--- config.mk ---
export PLATFORM = sky130hd
export DESIGN_NAME = gctb_front_flat
export DESIGN_NICKNAME = d
export VERILOG_FILES = /design/src/rtl/gctb_pkg.sv /design/src/rtl/gctb_if.sv /design/src/rtl/gctb_front.sv /design/src/flat_wrapper.sv
export SDC_FILE = /design/constraint.sdc
export NUM_CORES = 1
export LEC_CHECK = 0
export ABC_CLOCK_PERIOD_IN_PS = 3100
export BUFFER_PORTS_ARGS = -buffer_cell sky130_fd_sc_hd__buf_4
export CORE_AREA = 2 2 129 156
export CTS_BUF_LIST = sky130_fd_sc_hd__clkbuf_2
export CTS_CLUSTER_SIZE = 12
export DETAILED_ROUTE_END_ITERATION = 8
export DIE_AREA = 0 0 131 158
export HOLD_SLACK_MARGIN = 0.1
export PLACE_DENSITY = 0.73
export SKIP_CTS_REPAIR_TIMING = 1
export SYNTH_ARGS = -nofsm -noshare
export SYNTH_HDL_FRONTEND = slang
export SYNTH_SLANG_ARGS = --single-unit
--- constraint.sdc ---
create_clock -name clk -period 3.1 [get_ports clk]
set_clock_uncertainty 0.05 [all_clocks]
set_input_delay 0.775 -clock clk [delete_from_list [all_inputs] [get_ports clk]]
set_output_delay 0.775 -clock clk [all_outputs]
set_load 0.005 [all_outputs]
--- src/rtl/gctb_pkg.sv ---
// ----------------------------------------------------------------------------
// gctb_pkg
// Shared types and constants for the gamma curve table builder.
// ----------------------------------------------------------------------------
package gctb_pkg;

  localparam int LINEAR_MAX_DEF = 4095;
  localparam int KNOTS          = 257;
  localparam int KNOT_AW        = 9;
  localparam int GAMMA_TOP      = 255;
  localparam int CMDQ_DEPTH     = 4;
  localparam int CMDQ_AW        = 2;

  localparam logic [KNOT_AW-1:0] LAST_KNOT = 9'd256;

  typedef enum logic [1:0] {
    OP_LOAD   = 2'd0,
    OP_BUILD  = 2'd1,
    OP_LOOKUP = 2'd2
  } op_e;

  typedef struct packed {
    op_e                op;
    logic [KNOT_AW-1:0] idx;
    logic [15:0]        x;
    logic [15:0]        y;
    logic [11:0]        pixel;
  } cmd_t;

  // queue head offered by the front part
  typedef struct packed {
    logic valid;
    cmd_t cmd;
  } cmdq_head_t;

  typedef enum logic [3:0] {
    ST_IDLE,
    ST_CLEAR,
    ST_YMAX,
    ST_MULX,
    ST_STX,
    ST_DIVX,
    ST_MULY,
    ST_STY,
    ST_DIVY,
    ST_SEGSET,
    ST_PIX,
    ST_WDIV,
    ST_WMUL,
    ST_WADD
  } back_state_e;

endpackage

--- src/rtl/gctb_if.sv ---
// ----------------------------------------------------------------------------
// gctb_if
// Valid/ready channels for requests and lookup results.
// ----------------------------------------------------------------------------
interface gctb_in_if;
  logic        valid;
  logic        ready;
  logic [1:0]  opcode;
  logic [8:0]  knot_index;
  logic [15:0] knot_x;
  logic [15:0] knot_y;
  logic [11:0] pixel;

  modport source(output valid, opcode, knot_index, knot_x, knot_y, pixel, input ready);
  modport sink(input valid, opcode, knot_index, knot_x, knot_y, pixel, output ready);
endinterface


--- src/rtl/gctb_front.sv ---
// ----------------------------------------------------------------------------
// gctb_front
// Accepts requests, drops ignored ones and queues the rest for the back part.
// ----------------------------------------------------------------------------
module gctb_front (
  input  logic                 clk,
  input  logic                 rst_n,
  gctb_in_if.sink              in_ch,
  output gctb_pkg::cmdq_head_t head,
  input  logic                 pop
);

  localparam int CNTW = $clog2(gctb_pkg::CMDQ_DEPTH + 1);

  gctb_pkg::cmd_t                  q_mem [gctb_pkg::CMDQ_DEPTH];
  logic [gctb_pkg::CMDQ_AW-1:0]    wr_ptr_r, wr_ptr_nxt;
  logic [gctb_pkg::CMDQ_AW-1:0]    rd_ptr_r, rd_ptr_nxt;
  logic [CNTW-1:0]                 cnt_r, cnt_nxt;
  logic                            legal;
  logic                            push;
  gctb_pkg::cmd_t                  cmd_in;

  // classify the incoming request
  always_comb begin
    case (in_ch.opcode)
      gctb_pkg::OP_LOAD:   legal = (in_ch.knot_index <= gctb_pkg::LAST_KNOT);
      gctb_pkg::OP_BUILD:  legal = 1'b1;
      gctb_pkg::OP_LOOKUP: legal = 1'b1;
      default:             legal = 1'b0;
    endcase
  end

  assign in_ch.ready  = (cnt_r != CNTW'(gctb_pkg::CMDQ_DEPTH));
  assign push         = in_ch.valid && in_ch.ready && legal;
  assign cmd_in.op    = gctb_pkg::op_e'(in_ch.opcode);
  assign cmd_in.idx   = in_ch.knot_index;
  assign cmd_in.x     = in_ch.knot_x;
  assign cmd_in.y     = in_ch.knot_y;
  assign cmd_in.pixel = in_ch.pixel;

  // queue pointers
  always_comb begin
    wr_ptr_nxt = push ? wr_ptr_r + 1'b1 : wr_ptr_r;
    rd_ptr_nxt = pop ? rd_ptr_r + 1'b1 : rd_ptr_r;
    cnt_nxt    = cnt_r + CNTW'(push) - CNTW'(pop);
  end

  always_ff @(posedge clk) begin
    if (!rst_n) begin
      wr_ptr_r <= '0;
      rd_ptr_r <= '0;
      cnt_r    <= '0;
    end else begin
      wr_ptr_r <= wr_ptr_nxt;
      rd_ptr_r <= rd_ptr_nxt;
      cnt_r    <= cnt_nxt;
    end
  end

  // queue storage
  always_ff @(posedge clk) begin
    if (push) begin
      q_mem[wr_ptr_r] <= cmd_in;
    end
  end

  assign head.valid = (cnt_r != '0);
  assign head.cmd   = q_mem[rd_ptr_r];

  // back part only pops what is there
  a_pop_nonempty: assert property (@(posedge clk) disable iff (!rst_n) pop |-> head.valid)
    else $error("pop from empty request queue");

  // fill level stays within the queue
  a_cnt_bound: assert property (@(posedge clk) disable iff (!rst_n)
      cnt_r <= CNTW'(gctb_pkg::CMDQ_DEPTH))
    else $error("request queue overflow");

  // an ignored opcode leaves the queue level unchanged
  a_drop: assert property (@(posedge clk) disable iff (!rst_n)
      (in_ch.valid && in_ch.ready && !legal && !pop) |=> cnt_r == $past(cnt_r))
    else $error("ignored request entered the queue");

endmodule

--- src/flat_wrapper.sv ---
// flat-port wrapper written by rule: the top's interface ports become plain ports
module gctb_front_flat 
  (clk, rst_n, head, pop, in_ch_valid, in_ch_opcode, in_ch_knot_index, in_ch_knot_x, in_ch_knot_y, in_ch_pixel, in_ch_ready);
  gctb_in_if in_ch_i ();
  input  logic clk;
  input  logic rst_n;
  output gctb_pkg::cmdq_head_t head;
  input  logic pop;
  input wire logic [$bits(in_ch_i.valid)-1:0] in_ch_valid;
  input wire logic [$bits(in_ch_i.opcode)-1:0] in_ch_opcode;
  input wire logic [$bits(in_ch_i.knot_index)-1:0] in_ch_knot_index;
  input wire logic [$bits(in_ch_i.knot_x)-1:0] in_ch_knot_x;
  input wire logic [$bits(in_ch_i.knot_y)-1:0] in_ch_knot_y;
  input wire logic [$bits(in_ch_i.pixel)-1:0] in_ch_pixel;
  output wire logic [$bits(in_ch_i.ready)-1:0] in_ch_ready;
  assign in_ch_i.valid = in_ch_valid;
  assign in_ch_i.opcode = in_ch_opcode;
  assign in_ch_i.knot_index = in_ch_knot_index;
  assign in_ch_i.knot_x = in_ch_knot_x;
  assign in_ch_i.knot_y = in_ch_knot_y;
  assign in_ch_i.pixel = in_ch_pixel;
  assign in_ch_ready = in_ch_i.ready;
  gctb_front u_core (.clk(clk), .rst_n(rst_n), .in_ch(in_ch_i), .head(head), .pop(pop));
endmodule
==> flow_summary.json, run 1 <==
{
  "top_layer": "met4",
  "worst_slack_ns": 0.179,
  "finalWirelength_um": 15700,
  "fp-row-count": 56,
  "clockBufferDepth": 3,
  "cp_max_fo": 29,
  "wl_met1_um": 5940,
  "fin_nets": 616,
  "grt_max_degree": 56,
  "synth.distinct_cells": 22,
  "ys_seq_area_share_pct": 80.1,
  "vias": 4158,
  "drive_gt1_share_pct": 47.6,
  "required_ns": 2.27,
  "grt_pass1_wl_um": 24000,
  "hp-class": "primary input to flip-flop",
  "tightestPinTransition_ns": 0.357,
  "p_int_mw": 4.68,
  "netlist_instances": 345,
  "vias_per_cell": 4.90,
  "clock_latency_ns": 0.73,
  "outcome": "finished, final reports clean",
  "fin_crit_ns": 2.92,
  "setup_tns_ns": 0,
  "synth.net_count": 413,
  "finalSetupViolations": 0,
  "drc": 0,
  "critPathLaunchType": "flip-flop",
  "cts.sinks": 229,
  "fmax_mhz": 342,
  "cts_root_buf": "clkbuf_2",
  "grt_pass1_vias": 4577,
  "power.density_nw_per_um2": 581,
  "post_drt_wl_per_cell_um": 18.6,
  "drv_slew": 0,
  "pwr-share-seq_pct": 57.7,
  "die_area_um2": 20700,
  "place_congestion": 0.677,
  "dpl_cell_area_um2": 9850,
  "ant_nets": 0,
  "cpPeakStageDelay_ns": 0.56,
  "arrival_ns": 2.10,
  "wl_met3_um": 844,
  "final_cell_mix": "edfxtp_1 (220), buf_4 (131), clkbuf_2 (76)",
  "ys_ff_latch": 229,
  "cts_max_level": 2,
  "initial_core_util_pct": 44.0,
  "period_share_pct": 94.2,
  "power_frac_clock_pct": 29.8,
  "slew-limit-headroom_pct": 76.2,
  "die_h_um": 158,
  "core_um2": 19300,
  "hold_viol_final": 0,
  "ir_drop_v": 0.000278,
  "syn_to_final_growth_pct": 24.6,
  "p_comb_share_pct": 12.5,
  "stdcell_area_um2": 10600,
  "synth-warning-count": 0,
  "endpoint_kind": "output port",
  "avgSynthCellArea_um2": 24.6,
  "clk_pin_slew_ns": 0.12,
  "swShare_pct": 23.7,
  "final_common_cell": "edfxtp_1",
  "whs_ns": 0.183,
  "dr_wl_met2_um": 8620,
  "critPathKind": "flip-flop to output port",
  "p_leak_nw": 3.70,
  "drtPass1Iterations": 4,
  "grt_overflow": 0,
  "crit_chain": "buf_12 -> mux4_2 -> buf_4",
  "grt_setup_unrepaired": "no",
  "synth_area_um2": 8480,
  "place_hpwl_um": 9510,
  "grtUsageTotal_pct": 15.5,
  "drt_iter0_markers": 149,
  "numCtsBuffers": 53,
  "power.switching_mw": 1.45,
  "portBuffers": 115,
  "antenna_found_initial": 1,
  "max_cap_viol_count": 0,
  "pin_count": 116,
  "cts_tree": "built",
  "die_w_um": 131,
  "cp_slowest_cell": "mux4_2",
  "dpl_worst_slack_ns": 0.147
}
-- synthesized netlist by cell type --
master / n / share of area [%]
edfxtp_1: 220 / 78
mux4_2: 55 / 15
and2_1: 9 / 0.66
dfxtp_1: 9 / 2.1
ha_1: 8 / 1.2
inv_1: 8 / 0.35
buf_6: 7 / 0.93
nand2_1: 6 / 0.27
buf_2: 5 / 0.30
xnor2_1: 3 / 0.31
mux2i_1: 2 / 0.24
nor2_1: 2 / 0.089
nor4_1: 2 / 0.15
a211o_1: 1 / 0.10
and3_1: 1 / 0.074
clkbuf_1: 1 / 0.044
clkbuf_2: 1 / 0.059
fa_1: 1 / 0.24
nor2b_1: 1 / 0.074
nor3b_1: 1 / 0.089
or3_1: 1 / 0.074
xor2_1: 1 / 0.10
-- power by group through the flow --
stage	sequential, mW	clock (mW)	combinational, mW
final	3.54	1.83	0.768
after global routing	3.55	2.05	0.842
after global placement	3.60	0	0.741
after detailed placement	3.61	0	0.761
after CTS	3.54	1.90	0.763
after floorplan	3.60	0	0.377
-- layer usage --
metal  vias up  global-route usage [%]
met4         0                    6.79
li1       1897                       -
met3        24                    4.43
met2       117                    27.0
met5         -                       0
met1      2120                    17.7
-- final timing paths --
check,from,endpoint,slack (ns),cells past startpoint
setup / recovery,flip-flop,head[43],0.18,3
hold / removal,in_ch_knot_x[13],u_core.q_mem[2][41]$_DFFE_PP_,0.18,1
setup reg to reg,u_core.cnt_r[1]$_SDFF_PN0_,u_core.cnt_r[2]$_SDFF_PN0_,1.14,9
hold reg to reg,u_core.wr_ptr_r[0]$_SDFFE_PN0P_,u_core.wr_ptr_r[0]$_SDFFE_PN0P_,0.46,2
-- state kept, by name, summed over array words and instances, names as in the netlist, named ones only --
register	cells
u_core.cnt_r	3
u_core.q_mem	220
u_core.wr_ptr_r	2
u_core.rd_ptr_r	2
-- through the flow --
step	utilization, %	power [mW]	cells
after global placement	51.1	4.34	732
after floorplan	-	3.98	345
after detailed placement	51.1	4.37	732
final	54.8	6.14	848
after CTS	53.6	6.21	825
after global routing	54.8	6.44	848
-- cells by family (layout without fill, tap and decap cells) --
kind of cell | after synthesis | after routing | synth area share (%)
DFF | 229 | 229 | 80.1
and+or+nand+nor | 23 | 23 | 1.48
adders and majority gates | 9 | 9 | 1.42
other | 0 | 1 | 0
AOI/OAI and AO/OA | 1 | 1 | 0.103
muxes | 57 | 57 | 14.8
buffers and inverters | 22 | 263 | 1.68
xor gates and xnor gates | 4 | 4 | 0.413
-- area by class of cell --
cell class                      instances  area, um2
Multi-Input combinational cell         94       1550
Fill cell                            1506       8710
Timing Repair Buffer                  162       1380
Clock buffer                           76        380
Clock inverter                         17       91.3
Inverter                                8       30.0
Tap cell                              261        327
Antenna cell                            1       2.50
Sequential cell                       229       6790
-- worst max-delay path, delay by kind of cell, from the launching register on --
family                 cells  cell delay, ns
buffers and inverters      2            0.42
flip-flops                 1            0.39
multiplexers               1            0.56
Note: power is estimated with default switching activity, not from simulation.
==> run 2: changes to the inputs <==
Settings changed: CORE_AREA 2 2 129 156 to 2 2 117 147, DIE_AREA 0 0 131 158 to 0 0 119 149, PLACE_DENSITY 0.73 to 0.83.
==> run 2 against run 1 <==
  * Design area is 1.5% lower
  * Non-clock buffer count down 19
  * Largest cell class unchanged
  * Critical path depth grew 1
  * First-iteration DRC count up 17%
  * Highest routed layer unchanged
  * Flip-flop and latch count stayed put
  * Die area is 14% lower
==> flow_summary.json, run 2 (synthesis results as in run 1) <==
{
  "crit_family": "multiplexers",
  "post_drt_wl_per_cell_um": 20.1,
  "fmax_mhz": 333,
  "drv_slew": 0,
  "endpoint_kind": "output port",
  "cts.sinks": 229,
  "clk_pin_slew_ns": 0.11,
  "antenna_found_initial": 1,
  "cts_max_level": 2,
  "crit_buf_inv": 3,
  "ir_drop_v": 0.000355,
  "grt_pass1_wl_um": 23900,
  "power.density_nw_per_um2": 606,
  "finalWirelength_um": 15900,
  "fin_nets": 597,
  "cts_root_buf": "clkbuf_2",
  "stdcell_area_um2": 10400,
  "slew-limit-headroom_pct": 77.8,
  "finalSetupViolations": 0,
  "dp.cells": 680,
  "numCtsBuffers": 53,
  "final_cell_mix": "edfxtp_1 (220), buf_4 (132), clkbuf_2 (86)",
  "hold_viol_final": 0,
  "clock_latency_ns": 0.72,
  "die_h_um": 149,
  "drt_iter0_markers": 175,
  "n_fill_cell": 1091,
  "grt_overflow": 0,
  "tightestPinTransition_ns": 0.330,
  "arrival_ns": 2.17,
  "p_leak_nw": 3.68,
  "multi_input_area_um2": 1550,
  "pin_count": 116,
  "die_w_um": 119,
  "max_cap_viol_count": 0,
  "fp-row-count": 53,
  "grtUsageTotal_pct": 17.9,
  "critPathKind": "flip-flop to output port",
  "core_um2": 16500,
  "cp_max_fo": 12,
  "vias": 4120,
  "regMostFlops": "u_core.q_mem",
  "drive_gt1_share_pct": 51.4,
  "ff_latch_area_um2": 6790,
  "drc": 0,
  "grt_pass1_vias": 4426,
  "grt_setup_unrepaired": "no",
  "portBuffers": 115,
  "die_area_um2": 17700,
  "final_common_cell": "edfxtp_1",
  "period_share_pct": 96.8,
  "required_ns": 2.27,
  "largest_reg_flops": 220,
  "place_hpwl_um": 10000,
  "cp_slowest_cell": "mux4_2",
  "critPathLaunchType": "flip-flop",
  "clockBufferDepth": 3,
  "top_regs": "u_core.q_mem: 220 flops, u_core.cnt_r: 3 flops",
  "fin_crit_ns": 3.00,
  "drtPass1Iterations": 4,
  "dpl_cell_area_um2": 9730,
  "p_total_mw": 6.31,
  "finalNonFillerCells": 793,
  "hp-class": "primary input to flip-flop",
  "grt_max_degree": 56,
  "initial_core_util_pct": 51.3,
  "outcome": "finished, final reports clean",
  "cts_tree": "built",
  "place_congestion": 0.740,
  "ant_nets": 0,
  "vias_per_cell": 5.20,
  "syn_to_final_growth_pct": 22.7,
  "crit_chain": "buf_12 -> clkbuf_16 -> mux4_2 -> buf_4",
  "cpPeakStageDelay_ns": 0.55
}
[run 2: cell types whose count changed in the layout (fill, tap and decap cells not counted)]
cell and change:
buf_16 +1, buf_4 +1, bufinv_16 +1, clkbuf_16 +1, clkbuf_2 +10, clkinv_1 -7, dlygate4sd3_1 -22, inv_2 +1
[run 2: worst reg2reg max path, stage by stage, from the launching register on]
cell and delay [ns]:
dfxtp_1 0.43, nor2_1 0.08, nand2_1 0.10, and3_1 0.19, ha_1 0.16, inv_1 0.05
fa_1 0.37, xnor2_1 0.15, xnor2_1 0.13, and2_1 0.15
[run 2: layout make-up]
type	count	share of cell area, %
antenna	1	0.0240
clock buffer	86	4.14
multi-input combinational	94	14.9
tap	220	2.65
sequential	229	65.3
timing repair buffer	143	11.8
inverter	8	0.289
clock inverter	12	0.950
[run 2: power by group]
| group | switching (mW) | leakage (nW) | total (mW) | internal, mW |
|---|---|---|---|---|
| combinational | 0.330 | 1.21 | 0.779 | 0.449 |
| clock | 1.09 | 0.406 | 1.98 | 0.892 |
| sequential | 0.0416 | 2.06 | 3.55 | 3.50 |
| total | 1.46 | 3.68 | 6.31 | 4.85 |
[run 2: worst paths after layout]
path	startpoint	slack (ns)	cells after the start	end
worst max-delay path	flip-flop	0.10	4	head[33]
worst min-delay path	in_ch_pixel[5]	0.19	1	u_core.q_mem[1][5]$_DFFE_PP_
worst max register to register	u_core.cnt_r[1]$_SDFF_PN0_	1.14	9	u_core.cnt_r[2]$_SDFF_PN0_
worst min register to register	u_core.wr_ptr_r[1]$_SDFFE_PN0P_	0.47	2	u_core.wr_ptr_r[1]$_SDFFE_PN0P_
[run 2: per-layer routing]
layer	vias to the layer above	share of wire [%]	wire, um	global-route usage (%)
li1	1850	-	-	-
met1	2094	37	5930	21.2
met2	148	55	8760	31.4
met3	28	4.7	755	3.63
met4	0	3.0	470	8.69
met5	-	0	0	0
[run 2: metrics by stage]
step / setup TNS, ns / util [%] / setup WS, ns / hold WS [ns]
finish: 0 / 63.0 / 0.100 / 0.186
global placement: 0 / 58.9 / 0.289 / 0.431
CTS: -2.87 / 62.1 / -0.131 / 0.105
global route: 0 / 63.0 / 0.000282 / 0.102
detailed placement: 0 / 58.9 / 0.249 / 0.450
floorplan: 0 / - / 0.355 / 0.418
==> run 3: changes to the inputs <==
Settings changed: CELL_PAD_IN_SITES_DETAIL_PLACEMENT set to 1, CELL_PAD_IN_SITES_GLOBAL_PLACEMENT set to 1, CORE_AREA 2 2 117 147 to 2 2 124 156, DIE_AREA 0 0 119 149 to 0 0 126 158, TNS_END_PERCENT set to 10.
==> run 3 against run 2 <==
  * Sequential power about the same
  * Via count up 3.9%
  * Count of clock-buffer cells in the layout fell by 7
  * Core utilization shrank 4.0 points
  * Total power about the same
  * Critical endpoint is now head[29]
  * Largest cell class unchanged
  * Largest power group unchanged
==> flow_summary.json, run 3 (synthesis results as in run 1) <==
{
  "outcome": "finished, final reports clean",
  "dp.cells": 693,
  "required_ns": 2.27,
  "place_congestion": 0.740,
  "rrSetupSlack_ns": 1.09,
  "place_hpwl_um": 11200,
  "grt_overflow": 0,
  "die_h_um": 158,
  "cts_root_buf": "clkbuf_2",
  "endpoint_kind": "output port",
  "portBuffers": 115,
  "ant_nets": 0,
  "cts_max_level": 2,
  "final_common_cell": "edfxtp_1",
  "clk_pin_slew_ns": 0.11,
  "regMostFlops": "u_core.q_mem",
  "p_comb_share_pct": 13.6,
  "ir_drop_v": 0.000227,
  "critPathKind": "flip-flop to output port",
  "whs_ns": 0.171,
  "fin_crit_ns": 2.97,
  "fin_nets": 635,
  "period_share_pct": 95.8,
  "post_drt_wl_per_cell_um": 21.6,
  "arrival_ns": 2.15,
  "drt_iter0_markers": 357,
  "vias_per_cell": 5.11,
  "antenna_found_initial": 1,
  "critPathLaunchType": "flip-flop",
  "n_fill_cell": 1655,
  "drc": 0,
  "pwr-share-seq_pct": 56.3,
  "p_int_mw": 4.76,
  "finalWirelength_um": 18100,
  "die_w_um": 126,
  "numCtsBuffers": 53,
  "final_cell_mix": "edfxtp_1 (220), buf_4 (87), clkbuf_2 (79)",
  "cts_tree": "built",
  "fmax_mhz": 337,
  "initial_core_util_pct": 45.8,
  "setup_tns_ns": 0,
  "power.density_nw_per_um2": 577,
  "finalNonFillerCells": 838,
  "hp-class": "primary input to flip-flop",
  "drive_gt1_share_pct": 45.3,
  "top_regs": "u_core.q_mem: 220 flops, u_core.cnt_r: 3 flops",
  "reg2reg_depth": 9,
  "grt_pass1_wl_um": 26800,
  "grt_pass1_vias": 4745,
  "cp_max_fo": 31,
  "finalSetupViolations": 0,
  "p_total_mw": 6.30,
  "p_leak_nw": 3.83,
  "core_um2": 18500,
  "grt_max_degree": 56,
  "drv_slew": 0,
  "power.switching_mw": 1.54,
  "die_area_um2": 19900,
  "pin_count": 116,
  "swShare_pct": 24.4,
  "clockBufferDepth": 3,
  "slew-limit-headroom_pct": 68.4,
  "grtUsageTotal_pct": 18.0,
  "grt_setup_unrepaired": "yes",
  "max_cap_viol_count": 0,
  "hold_depth": 1,
  "syn_to_final_growth_pct": 28.8,
  "tightestPinTransition_ns": 0.470,
  "power_frac_clock_pct": 30.1,
  "clock_latency_ns": 0.76,
  "drtPass1Iterations": 4,
  "cts.sinks": 229,
  "hold_viol_final": 0,
  "largest_reg_flops": 220,
  "fp-row-count": 56,
  "vias": 4280
}
-- run 3: layout make-up --
type | instances | area [um2] | area share, %
Clock buffer | 79 | 395 | 3.62
Antenna cell | 1 | 2.50 | 0.0229
Multi-Input combinational cell | 94 | 1550 | 14.2
Timing Repair Buffer | 181 | 1770 | 16.2
Tap cell | 232 | 290 | 2.66
Inverter | 8 | 30.0 | 0.275
Sequential cell | 229 | 6790 | 62.2
Clock inverter | 14 | 82.6 | 0.757
-- run 3: worst max-delay path, cell delays in order, from the launching register on --
cell	delay (ns)
dfxtp_4	0.42
buf_16	0.25
mux4_2	0.57
buf_6	0.14
-- run 3: power groups by stage --
stage	Sequential, mW	Combinational [mW]	Clock, mW
floorplan	3.60	0.376	0
finish	3.55	0.859	1.90
global placement	3.61	0.743	0
global route	3.56	0.927	2.13
CTS	3.55	0.781	1.97
detailed placement	3.62	0.778	0
-- run 3: stage by stage --
stage	setup slack, ns	cell area [um2]	utilization, %
floorplan	-0.236	8480	-
global placement	0.233	9800	53.0
detailed placement	0.183	9800	53.0
CTS	-0.0491	10300	55.6
global route	-0.0627	10900	59.0
finish	0.129	10900	59.0
-- run 3: final timing paths --
| path | start | endpoint |
|---|---|---|
| worst max register to register | u_core.cnt_r[1]$_SDFF_PN0_ | u_core.cnt_r[2]$_SDFF_PN0_ |
| worst min-delay path | in_ch_opcode[0] | u_core.q_mem[0][53]$_DFFE_PP_ |
| worst min register to register | u_core.wr_ptr_r[1]$_SDFFE_PN0P_ | u_core.wr_ptr_r[1]$_SDFFE_PN0P_ |
| worst max-delay path | flip-flop | head[29] |
-- run 3: layer usage --
metal	part of all wire (%)	global-route usage, %	wire [um]	vias up
met3	4.1	4.26	738	19
met2	57	31.8	10300	123
met1	38	21.1	6920	2222
met4	1.1	7.80	202	0
met5	0	0	0	-
li1	-	-	-	1916
